===== src/hdl/tbgp_pkg.sv =====
`default_nettype none
package tbgp_pkg;

    localparam int SAMPLE_W  = 16;
    localparam int COUNT_W   = 16;
    localparam int PROD_W    = 2 * SAMPLE_W;
    localparam int SUM_W     = 48;
    localparam int MEAN_W    = 32;
    localparam int CFG_IDX_W = 2;
    localparam int CFG_W     = 16;

    localparam logic [COUNT_W-1:0] BACKOFF_RESET = COUNT_W'(20000);

    localparam logic [CFG_IDX_W-1:0] CFG_ENABLE    = 2'd0;
    localparam logic [CFG_IDX_W-1:0] CFG_THRESHOLD = 2'd1;
    localparam logic [CFG_IDX_W-1:0] CFG_BURST_CNT = 2'd2;
    localparam logic [CFG_IDX_W-1:0] CFG_BACKOFF   = 2'd3;

    typedef struct packed {
        logic signed [SAMPLE_W-1:0] sample_i;
        logic signed [SAMPLE_W-1:0] sample_q;
    } in_word_t;

    typedef struct packed {
        logic signed [SAMPLE_W-1:0] out_i;
        logic signed [SAMPLE_W-1:0] out_q;
        logic                       burst_end;
        logic [MEAN_W-1:0]          mean_power;
    } out_word_t;

    typedef enum logic [2:0] {
        ST_IDLE,
        ST_MUL,
        ST_ADD,
        ST_DIV,
        ST_EMIT
    } tbgp_state_t;

    typedef struct packed {
        logic backoff_step;
        logic trigger;
        logic capture;
        logic mul;
        logic add;
        logic div_start;
        logic load_out;
    } tbgp_cmd_t;

    typedef struct packed {
        logic enable;
        logic in_backoff;
        logic armed;
        logic trig_hit;
        logic last;
        logic div_busy;
        logic out_busy;
    } tbgp_status_t;

endpackage
`default_nettype wire


===== src/hdl/threshold_burst_gate_power.sv =====
// Burst gate with mean power for a stream of signed I/Q words.
// Input channel in_valid/in_stall/in_word carries one I/Q sample per word;
// output channel out_valid/out_stall/out_word carries passed samples, with
// burst_end and mean_power set on the last sample of each burst.
// Configuration: cfg_wr with cfg_index (0 enable, 1 threshold, 2 burst length,
// 3 backoff_len) and cfg_data, one write per cycle; the user must write
// only while idle, as the block itself does not enforce it. A dropped word
// (disabled, backoff, trigger search) is accepted and discarded while idle.
// A passed word goes through accept, square, accumulate and emit to the
// output register; the last word of a burst adds the serial divider, 48
// steps, before emit. One word is worked on at a time; in_stall is high from
// accept until the result is registered.
// Output register: the next word is accepted while a result waits; only a
// new result stalls behind a full, stalled output register.
// Reset: gate disarmed, no backoff, threshold 0, burst length 1,
// backoff_len 20000, block disabled, output empty.
`default_nettype none
module threshold_burst_gate_power
    import tbgp_pkg::*;
(
    input  wire logic                 clk,
    input  wire logic                 rst_n,
    input  wire logic                 cfg_wr,
    input  wire logic [CFG_IDX_W-1:0] cfg_index,
    input  wire logic [CFG_W-1:0]     cfg_data,
    input  wire logic                 in_valid,
    output logic                      in_stall,
    input  wire in_word_t             in_word,
    output logic                      out_valid,
    input  wire logic                 out_stall,
    output out_word_t                 out_word
);

    tbgp_cmd_t    cmd;
    tbgp_status_t status;

    tbgp_ctrl u_ctrl (
        .clk      (clk),
        .rst_n    (rst_n),
        .in_valid (in_valid),
        .in_stall (in_stall),
        .status   (status),
        .cmd      (cmd)
    );

    tbgp_dp u_dp (
        .clk       (clk),
        .rst_n     (rst_n),
        .cfg_wr    (cfg_wr),
        .cfg_index (cfg_index),
        .cfg_data  (cfg_data),
        .in_word   (in_word),
        .out_valid (out_valid),
        .out_stall (out_stall),
        .out_word  (out_word),
        .cmd       (cmd),
        .status    (status)
    );

endmodule
`default_nettype wire


===== src/hdl/tbgp_ctrl.sv =====
`default_nettype none
module tbgp_ctrl
    import tbgp_pkg::*;
(
    input  wire logic         clk,
    input  wire logic         rst_n,
    input  wire logic         in_valid,
    output logic              in_stall,
    input  wire tbgp_status_t status,
    output tbgp_cmd_t         cmd
);

    tbgp_state_t state_reg;
    tbgp_state_t state_next;
    logic        accept;

    assign in_stall = (state_reg != ST_IDLE);
    assign accept   = in_valid && !in_stall;

    always_ff @(posedge clk or negedge rst_n)
    begin
        if (!rst_n)
        begin
            state_reg <= ST_IDLE;
        end
        else
        begin
            state_reg <= state_next;
        end
    end

    always_comb
    begin
        state_next = state_reg;
        unique case (state_reg)
            ST_IDLE:
            begin
                if (accept && status.enable && !status.in_backoff && status.armed)
                begin
                    state_next = ST_MUL;
                end
            end
            ST_MUL:  state_next = ST_ADD;
            ST_ADD:  state_next = status.last ? ST_DIV : ST_EMIT;
            ST_DIV:  state_next = status.div_busy ? ST_DIV : ST_EMIT;
            ST_EMIT: state_next = status.out_busy ? ST_EMIT : ST_IDLE;
            default: state_next = ST_IDLE;
        endcase
    end

    always_comb
    begin
        cmd = '0;
        unique case (state_reg)
            ST_IDLE:
            begin
                if (accept && status.enable)
                begin
                    if (status.in_backoff)
                    begin
                        cmd.backoff_step = 1'b1;
                    end
                    else if (!status.armed)
                    begin
                        cmd.trigger = status.trig_hit;
                    end
                    else
                    begin
                        cmd.capture = 1'b1;
                    end
                end
            end
            ST_MUL:  cmd.mul = 1'b1;
            ST_ADD:
            begin
                cmd.add       = 1'b1;
                cmd.div_start = status.last;
            end
            ST_DIV:  cmd = '0;
            ST_EMIT: cmd.load_out = !status.out_busy;
            default: cmd = '0;
        endcase
    end

endmodule
`default_nettype wire


===== src/hdl/tbgp_div.sv =====
`default_nettype none
module tbgp_div
    import tbgp_pkg::*;
(
    input  wire logic               clk,
    input  wire logic               rst_n,
    input  wire logic               start,
    input  wire logic [SUM_W-1:0]   dividend,
    input  wire logic [COUNT_W-1:0] divisor,
    output logic                    busy,
    output logic [SUM_W-1:0]        quotient
);

    localparam int CNT_W = $clog2(SUM_W);

    logic [COUNT_W-1:0] rem_reg;
    logic [COUNT_W-1:0] rem_next;
    logic [SUM_W-1:0]   quot_reg;
    logic [SUM_W-1:0]   quot_next;
    logic [CNT_W-1:0]   cnt_reg;
    logic [CNT_W-1:0]   cnt_next;
    logic               busy_reg;
    logic               busy_next;
    logic [COUNT_W:0]   rem_sh;
    logic [COUNT_W:0]   diff;
    logic               ge;

    assign rem_sh = {rem_reg, quot_reg[SUM_W-1]};
    assign diff   = rem_sh - {1'b0, divisor};
    assign ge     = (rem_sh >= {1'b0, divisor});

    always_comb
    begin
        rem_next  = rem_reg;
        quot_next = quot_reg;
        cnt_next  = cnt_reg;
        busy_next = busy_reg;
        if (start)
        begin
            rem_next  = '0;
            quot_next = dividend;
            cnt_next  = CNT_W'(SUM_W - 1);
            busy_next = 1'b1;
        end
        else if (busy_reg)
        begin
            rem_next  = ge ? diff[COUNT_W-1:0] : rem_sh[COUNT_W-1:0];
            quot_next = {quot_reg[SUM_W-2:0], ge};
            cnt_next  = cnt_reg - CNT_W'(1);
            busy_next = (cnt_reg != '0);
        end
    end

    always_ff @(posedge clk or negedge rst_n)
    begin
        if (!rst_n)
        begin
            cnt_reg  <= '0;
            busy_reg <= 1'b0;
        end
        else
        begin
            cnt_reg  <= cnt_next;
            busy_reg <= busy_next;
        end
    end

    always_ff @(posedge clk)
    begin
        rem_reg  <= rem_next;
        quot_reg <= quot_next;
    end

    assign busy     = busy_reg;
    assign quotient = quot_reg;

endmodule
`default_nettype wire


===== src/hdl/tbgp_dp.sv =====
`default_nettype none
module tbgp_dp
    import tbgp_pkg::*;
(
    input  wire logic                 clk,
    input  wire logic                 rst_n,
    input  wire logic                 cfg_wr,
    input  wire logic [CFG_IDX_W-1:0] cfg_index,
    input  wire logic [CFG_W-1:0]     cfg_data,
    input  wire in_word_t             in_word,
    output logic                      out_valid,
    input  wire logic                 out_stall,
    output out_word_t                 out_word,
    input  wire tbgp_cmd_t            cmd,
    output tbgp_status_t              status
);

    logic                       enable_reg;
    logic signed [SAMPLE_W-1:0] threshold_reg;
    logic [COUNT_W-1:0]         burst_set_reg;
    logic [COUNT_W-1:0]         backoff_len_reg;

    logic                       armed_reg;
    logic                       armed_next;
    logic                       backoff_reg;
    logic                       backoff_next;
    logic [COUNT_W-1:0]         backoff_left_reg;
    logic [COUNT_W-1:0]         backoff_left_next;
    logic [COUNT_W-1:0]         burst_left_reg;
    logic [COUNT_W-1:0]         burst_left_next;
    logic [COUNT_W-1:0]         burst_total_reg;
    logic [COUNT_W-1:0]         burst_total_next;
    logic [SUM_W-1:0]           sum_reg;
    logic [SUM_W-1:0]           sum_next;
    logic [SUM_W-1:0]           sum_add;

    logic signed [SAMPLE_W-1:0] samp_i_reg;
    logic signed [SAMPLE_W-1:0] samp_q_reg;
    logic signed [PROD_W-1:0]   sqi_full;
    logic signed [PROD_W-1:0]   sqq_full;
    logic [PROD_W-1:0]          sqi_reg;
    logic [PROD_W-1:0]          sqq_reg;

    out_word_t                  out_word_reg;
    logic                       out_valid_reg;
    logic                       out_valid_next;

    logic                       last;
    logic                       div_busy;
    logic [SUM_W-1:0]           quotient;

    always_ff @(posedge clk or negedge rst_n)
    begin
        if (!rst_n)
        begin
            enable_reg      <= 1'b0;
            threshold_reg   <= '0;
            burst_set_reg   <= COUNT_W'(1);
            backoff_len_reg <= BACKOFF_RESET;
        end
        else if (cfg_wr)
        begin
            unique case (cfg_index)
                CFG_ENABLE:    enable_reg      <= cfg_data[0];
                CFG_THRESHOLD: threshold_reg   <= cfg_data[SAMPLE_W-1:0];
                CFG_BURST_CNT: burst_set_reg   <= cfg_data[COUNT_W-1:0];
                CFG_BACKOFF:   backoff_len_reg <= cfg_data[COUNT_W-1:0];
                default:       enable_reg      <= enable_reg;
            endcase
        end
    end

    assign last    = (burst_left_reg <= COUNT_W'(1));
    assign sum_add = sum_reg + SUM_W'(sqi_reg) + SUM_W'(sqq_reg);

    always_comb
    begin
        armed_next        = armed_reg;
        backoff_next      = backoff_reg;
        backoff_left_next = backoff_left_reg;
        burst_left_next   = burst_left_reg;
        burst_total_next  = burst_total_reg;
        sum_next          = sum_reg;
        if (cmd.backoff_step)
        begin
            if (backoff_left_reg <= COUNT_W'(1))
            begin
                backoff_left_next = '0;
                backoff_next      = 1'b0;
            end
            else
            begin
                backoff_left_next = backoff_left_reg - COUNT_W'(1);
            end
        end
        if (cmd.trigger)
        begin
            armed_next        = 1'b1;
            backoff_left_next = backoff_len_reg;
            burst_left_next   = burst_set_reg;
            burst_total_next  = (burst_set_reg == '0) ? COUNT_W'(1) : burst_set_reg;
            sum_next          = '0;
        end
        if (cmd.add)
        begin
            sum_next = sum_add;
        end
        if (cmd.load_out)
        begin
            if (last)
            begin
                armed_next      = 1'b0;
                backoff_next    = 1'b1;
                burst_left_next = burst_set_reg;
                sum_next        = '0;
            end
            else
            begin
                burst_left_next = burst_left_reg - COUNT_W'(1);
            end
        end
    end

    assign out_valid_next = cmd.load_out || (out_valid_reg && out_stall);

    always_ff @(posedge clk or negedge rst_n)
    begin
        if (!rst_n)
        begin
            armed_reg        <= 1'b0;
            backoff_reg      <= 1'b0;
            backoff_left_reg <= '0;
            burst_left_reg   <= '0;
            burst_total_reg  <= COUNT_W'(1);
            sum_reg          <= '0;
            out_valid_reg    <= 1'b0;
        end
        else
        begin
            armed_reg        <= armed_next;
            backoff_reg      <= backoff_next;
            backoff_left_reg <= backoff_left_next;
            burst_left_reg   <= burst_left_next;
            burst_total_reg  <= burst_total_next;
            sum_reg          <= sum_next;
            out_valid_reg    <= out_valid_next;
        end
    end

    assign sqi_full = samp_i_reg * samp_i_reg;
    assign sqq_full = samp_q_reg * samp_q_reg;

    always_ff @(posedge clk)
    begin
        if (cmd.capture)
        begin
            samp_i_reg <= in_word.sample_i;
            samp_q_reg <= in_word.sample_q;
        end
        if (cmd.mul)
        begin
            sqi_reg <= sqi_full;
            sqq_reg <= sqq_full;
        end
        if (cmd.load_out)
        begin
            out_word_reg.out_i      <= samp_i_reg;
            out_word_reg.out_q      <= samp_q_reg;
            out_word_reg.burst_end  <= last;
            out_word_reg.mean_power <= last ? quotient[MEAN_W-1:0] : '0;
        end
    end

    tbgp_div u_div (
        .clk      (clk),
        .rst_n    (rst_n),
        .start    (cmd.div_start),
        .dividend (sum_add),
        .divisor  (burst_total_reg),
        .busy     (div_busy),
        .quotient (quotient)
    );

    assign status.enable     = enable_reg;
    assign status.in_backoff = backoff_reg;
    assign status.armed      = armed_reg;
    assign status.trig_hit   = (in_word.sample_i > threshold_reg) &&
                               (in_word.sample_q > threshold_reg);
    assign status.last       = last;
    assign status.div_busy   = div_busy;
    assign status.out_busy   = out_valid_reg && out_stall;

    assign out_valid = out_valid_reg;
    assign out_word  = out_word_reg;

endmodule
`default_nettype wire


===== config.mk =====
export PLATFORM = sky130hd
export DESIGN_NAME = threshold_burst_gate_power
export DESIGN_NICKNAME = d
export VERILOG_FILES = /design/src/hdl/tbgp_pkg.sv /design/src/hdl/threshold_burst_gate_power.sv /design/src/hdl/tbgp_ctrl.sv /design/src/hdl/tbgp_div.sv /design/src/hdl/tbgp_dp.sv
export SDC_FILE = /design/constraint.sdc
export NUM_CORES = 2
export LEC_CHECK = 0
export BUFFER_PORTS_ARGS = -buffer_cell sky130_fd_sc_hd__buf_2
export CAP_MARGIN = 20
export CELL_PAD_IN_SITES_DETAIL_PLACEMENT = 1
export CELL_PAD_IN_SITES_GLOBAL_PLACEMENT = 2
export CORE_MARGIN = 2
export CORE_UTILIZATION = 38
export DETAILED_ROUTE_END_ITERATION = 7
export PLACE_DENSITY = 0.8
export SLEW_MARGIN = 20
export SYNTH_ARGS = -nofsm -noshare
export SYNTH_HDL_FRONTEND = slang
export SYNTH_HIERARCHICAL = 1
export SYNTH_SLANG_ARGS = --single-unit

===== constraint.sdc =====
create_clock -name clk -period 14.2 [get_ports clk]
set_input_delay 2.13 -clock clk [delete_from_list [all_inputs] [get_ports clk]]
set_output_delay 2.13 -clock clk [all_outputs]
set_load 0.02 [all_outputs]

==> impl_metrics.ini <==
[floorplanning]
die_w_um = 315
initial_utilization_pct = 38.2
die-area_sq_mm = 0.0995
dieHeight_um = 315
pin_count = 122
row_count = 114
core_sq_mm = 0.0964

[grt]
grt_pass1_vias = 28000
grt_max_degree = 105
antenna_found_initial = 4
grt_pass1_wl_um = 159000
grtUsageTotal_pct = 20.7
grt-ovfl-total = 0

[timing]
max_freq_mhz = 138
finalHoldViolations = 0
finalMaxSlewViolations = 0
fin_hold_ws_ns = 0.473
setup_viol = 0
rsz0062_at_grt = no
fin_skew_ns = 0.0380
worst_pin_slew_ns = 1.04
period_share_pct = 51.1
relSlewSlack_pct = 30.7
period_minus_slack_ns = 7.26
fin_tns_setup_ns = 0

[clock_network]
post_cts_buffers = 0
cts_tree = yes
hold_buffers = 0
clock_latency_ns = 0.64
cts-buffers-inserted = 47
clockBufferDepth = 3
clkTransAtPathRegs_ns = 0.06
h-tree-depth = 2
cts_resized = 0
clock_sinks = 381
cts_root_buffer = clkbuf_16

[layout]
final_core_util_pct = 42.0
final_cell_mix = inv_1, fa_1, ha_1
final_nets = 4417
largest_reg_flops = 65
synthToLayoutAreaGrowth_pct = 9.77
mostFrequentLayoutCell = inv_1
layout-drive-gt1-share_pct = 10.9
nFillCells = 10800
multiInputGateArea_sq_mm = 0.0233
seq_area_sq_mm = 0.0105

[yosys]
synth_top_area_cell = fa_1
synth_cells = 3510
async_flop_share_pct = 41.5
yosysWarnings = 6
synth_top_area_share_pct = 27.5
syn_area_per_cell_sq_um = 10.5
ys_seq_area_share_pct = 28.5
syn-cell-area_sq_mm = 0.0369
synthTopCellsByArea = fa_1, edfxtp_1, dfrtp_1
ys_types = 99
synth_edf_count = 207
synth_ff_type = edfxtp_1
ys_seq_elements = 381

[worst_hold_path]
worstHoldPathCells = 2
min_path_type = reg2reg

[routing]
avgRoutedWirePerCell_um = 20.2
viasPerCell = 5.10
wl_um = 99400
remaining_drc_errors = 0
vias = 25100
antenna_left = 0
first_pass_iters = 5
drt_iter0_markers = 1315

[placed_design]
finalWeightedCongestion = 0.842
portBuffers = 121
dpl.hpwl_um = 78500

[setup_path]
crit_top_cell = fa_1
crit_family = adder cells
cp.depth = 22
cp.arrival_ns = 7.61
cp_num_buf_inv = 4
crit_required_ns = 14.55
crit_slowest_cell = edfxtp_1
critPathLaunchType = register
path_max_fanout = 13
critPathCaptureType = register
r2r_cells = 22
crit_type = reg2reg
critPathMaxStageDelay_ns = 0.68
path_cells = clkinv_1 -> nor2_1 -> ha_1 -> xor2_1 -> fa_1 -> inv_1 -> fa_1 -> fa_1 -> fa_1 -> inv_1 -> fa_1 -> inv_1 -> ha_1 -> o21ai_0 -> o32ai_1 -> a2111oi_2 -> nor3_1 -> a211oi_2 -> o211ai_1 -> a21o_1 -> a21oi_1 -> xnor2_1

[job]
maxCapViolations = 0

[run_status]
status = completed
[per-stage QoR]
stage | cells | area, sq um | setup slack, ns
final | 4912 | 40500 | 6.94
after global routing | 4911 | 40500 | 6.40
after CTS | 4911 | 40500 | 6.91
after detailed placement | 4823 | 38800 | 6.93
after global placement | 4823 | 38800 | 7.16
after floorplan | 3511 | 36900 | 3.66
[final cells by class]
class | instances | area share (%)
clock inverter | 32 | 0.937
antenna | 1 | 0.00619
sequential | 381 | 26.0
multi-input combinational | 2312 | 57.5
inverter | 710 | 6.59
timing repair buffer | 144 | 1.94
tap | 1276 | 3.95
clock buffer | 56 | 3.15
[path summary, 6_finish.rpt]
check | start | to | slack, ns
setup / recovery | u_dp/samp_q_reg[3] | u_dp/sqq_reg[31] | 6.94
hold / removal | u_dp/u_div/rem_reg[15] | u_dp/u_div/rem_reg[15] | 0.47
setup reg to reg | u_dp/samp_q_reg[3] | u_dp/sqq_reg[31] | 6.94
hold reg to reg | u_dp/u_div/rem_reg[15] | u_dp/u_div/rem_reg[15] | 0.47
max in group asynchronous | rst_n | u_dp/sum_reg[29] | 11.10
min in group asynchronous | rst_n | u_dp/burst_left_reg[2] | 1.61
[worst register-to-register path: stages (launching register included)]
cell and delay, ns:
edfxtp_1 0.68, clkinv_1 0.46, nor2_1 0.30, ha_1 0.30
xor2_1 0.19, fa_1 0.54, inv_1 0.05, fa_1 0.48
fa_1 0.50, fa_1 0.50, inv_1 0.05, fa_1 0.47
inv_1 0.04, ha_1 0.34, o21ai_0 0.19, o32ai_1 0.15
a2111oi_2 0.55, nor3_1 0.17, a211oi_2 0.42, o211ai_1 0.19
a21o_1 0.18, a21oi_1 0.17, xnor2_1 0.08
[metal layers]
| metal | wire length, um | share of wire [%] | up-vias | GRT usage, % |
|---|---|---|---|---|
| met5 | 7 | 0.0070 | - | 0 |
| met4 | 2250 | 2.3 | 2 | 4.78 |
| met3 | 2960 | 3.0 | 106 | 2.24 |
| met2 | 50500 | 51 | 337 | 36.6 |
| met1 | 43700 | 44 | 13100 | 27.2 |
| li1 | - | - | 11500 | - |
[cells by family after synthesis]
logic type,after synthesis,synth area share [%]
buffers and inverters,818,8.51
AND/OR/NAND/NOR,801,10.8
adder cells (fa/ha/maj),766,36.3
AO/OA/AOI/OAI,464,8.41
flip-flops,381,28.5
XOR/XNOR,144,3.42
multiplexers,135,4.06
other,1,0.0102
[cell usage after synthesis, types with 9 or more instances]
library cell / instances
nor2b_1: 22
ha_1: 259
mux2i_1: 22
nand2b_1: 29
and3_1: 19
nand3_1: 34
nor4_1: 9
nor3_1: 43
nand2_1: 250
a211oi_1: 22
a221o_1: 9
buf_2: 9
o21ai_0: 102
clkbuf_1: 81
or3_1: 10
a21o_1: 52
a22o_1: 12
xor2_1: 39
o21bai_1: 12
xnor2_1: 105
mux2_2: 112
a31oi_1: 11
and2_1: 128
inv_1: 707
dfxtp_1: 16
a22oi_1: 22
edfxtp_1: 207
nor2_1: 181
nor3b_1: 12
nand4_1: 21
dfrtp_1: 151
a21oi_1: 114
fa_1: 507
o21a_1: 16
Power is not shown: default switching activity piles up to over one toggle a cycle in this logic, so the estimate is an artifact.
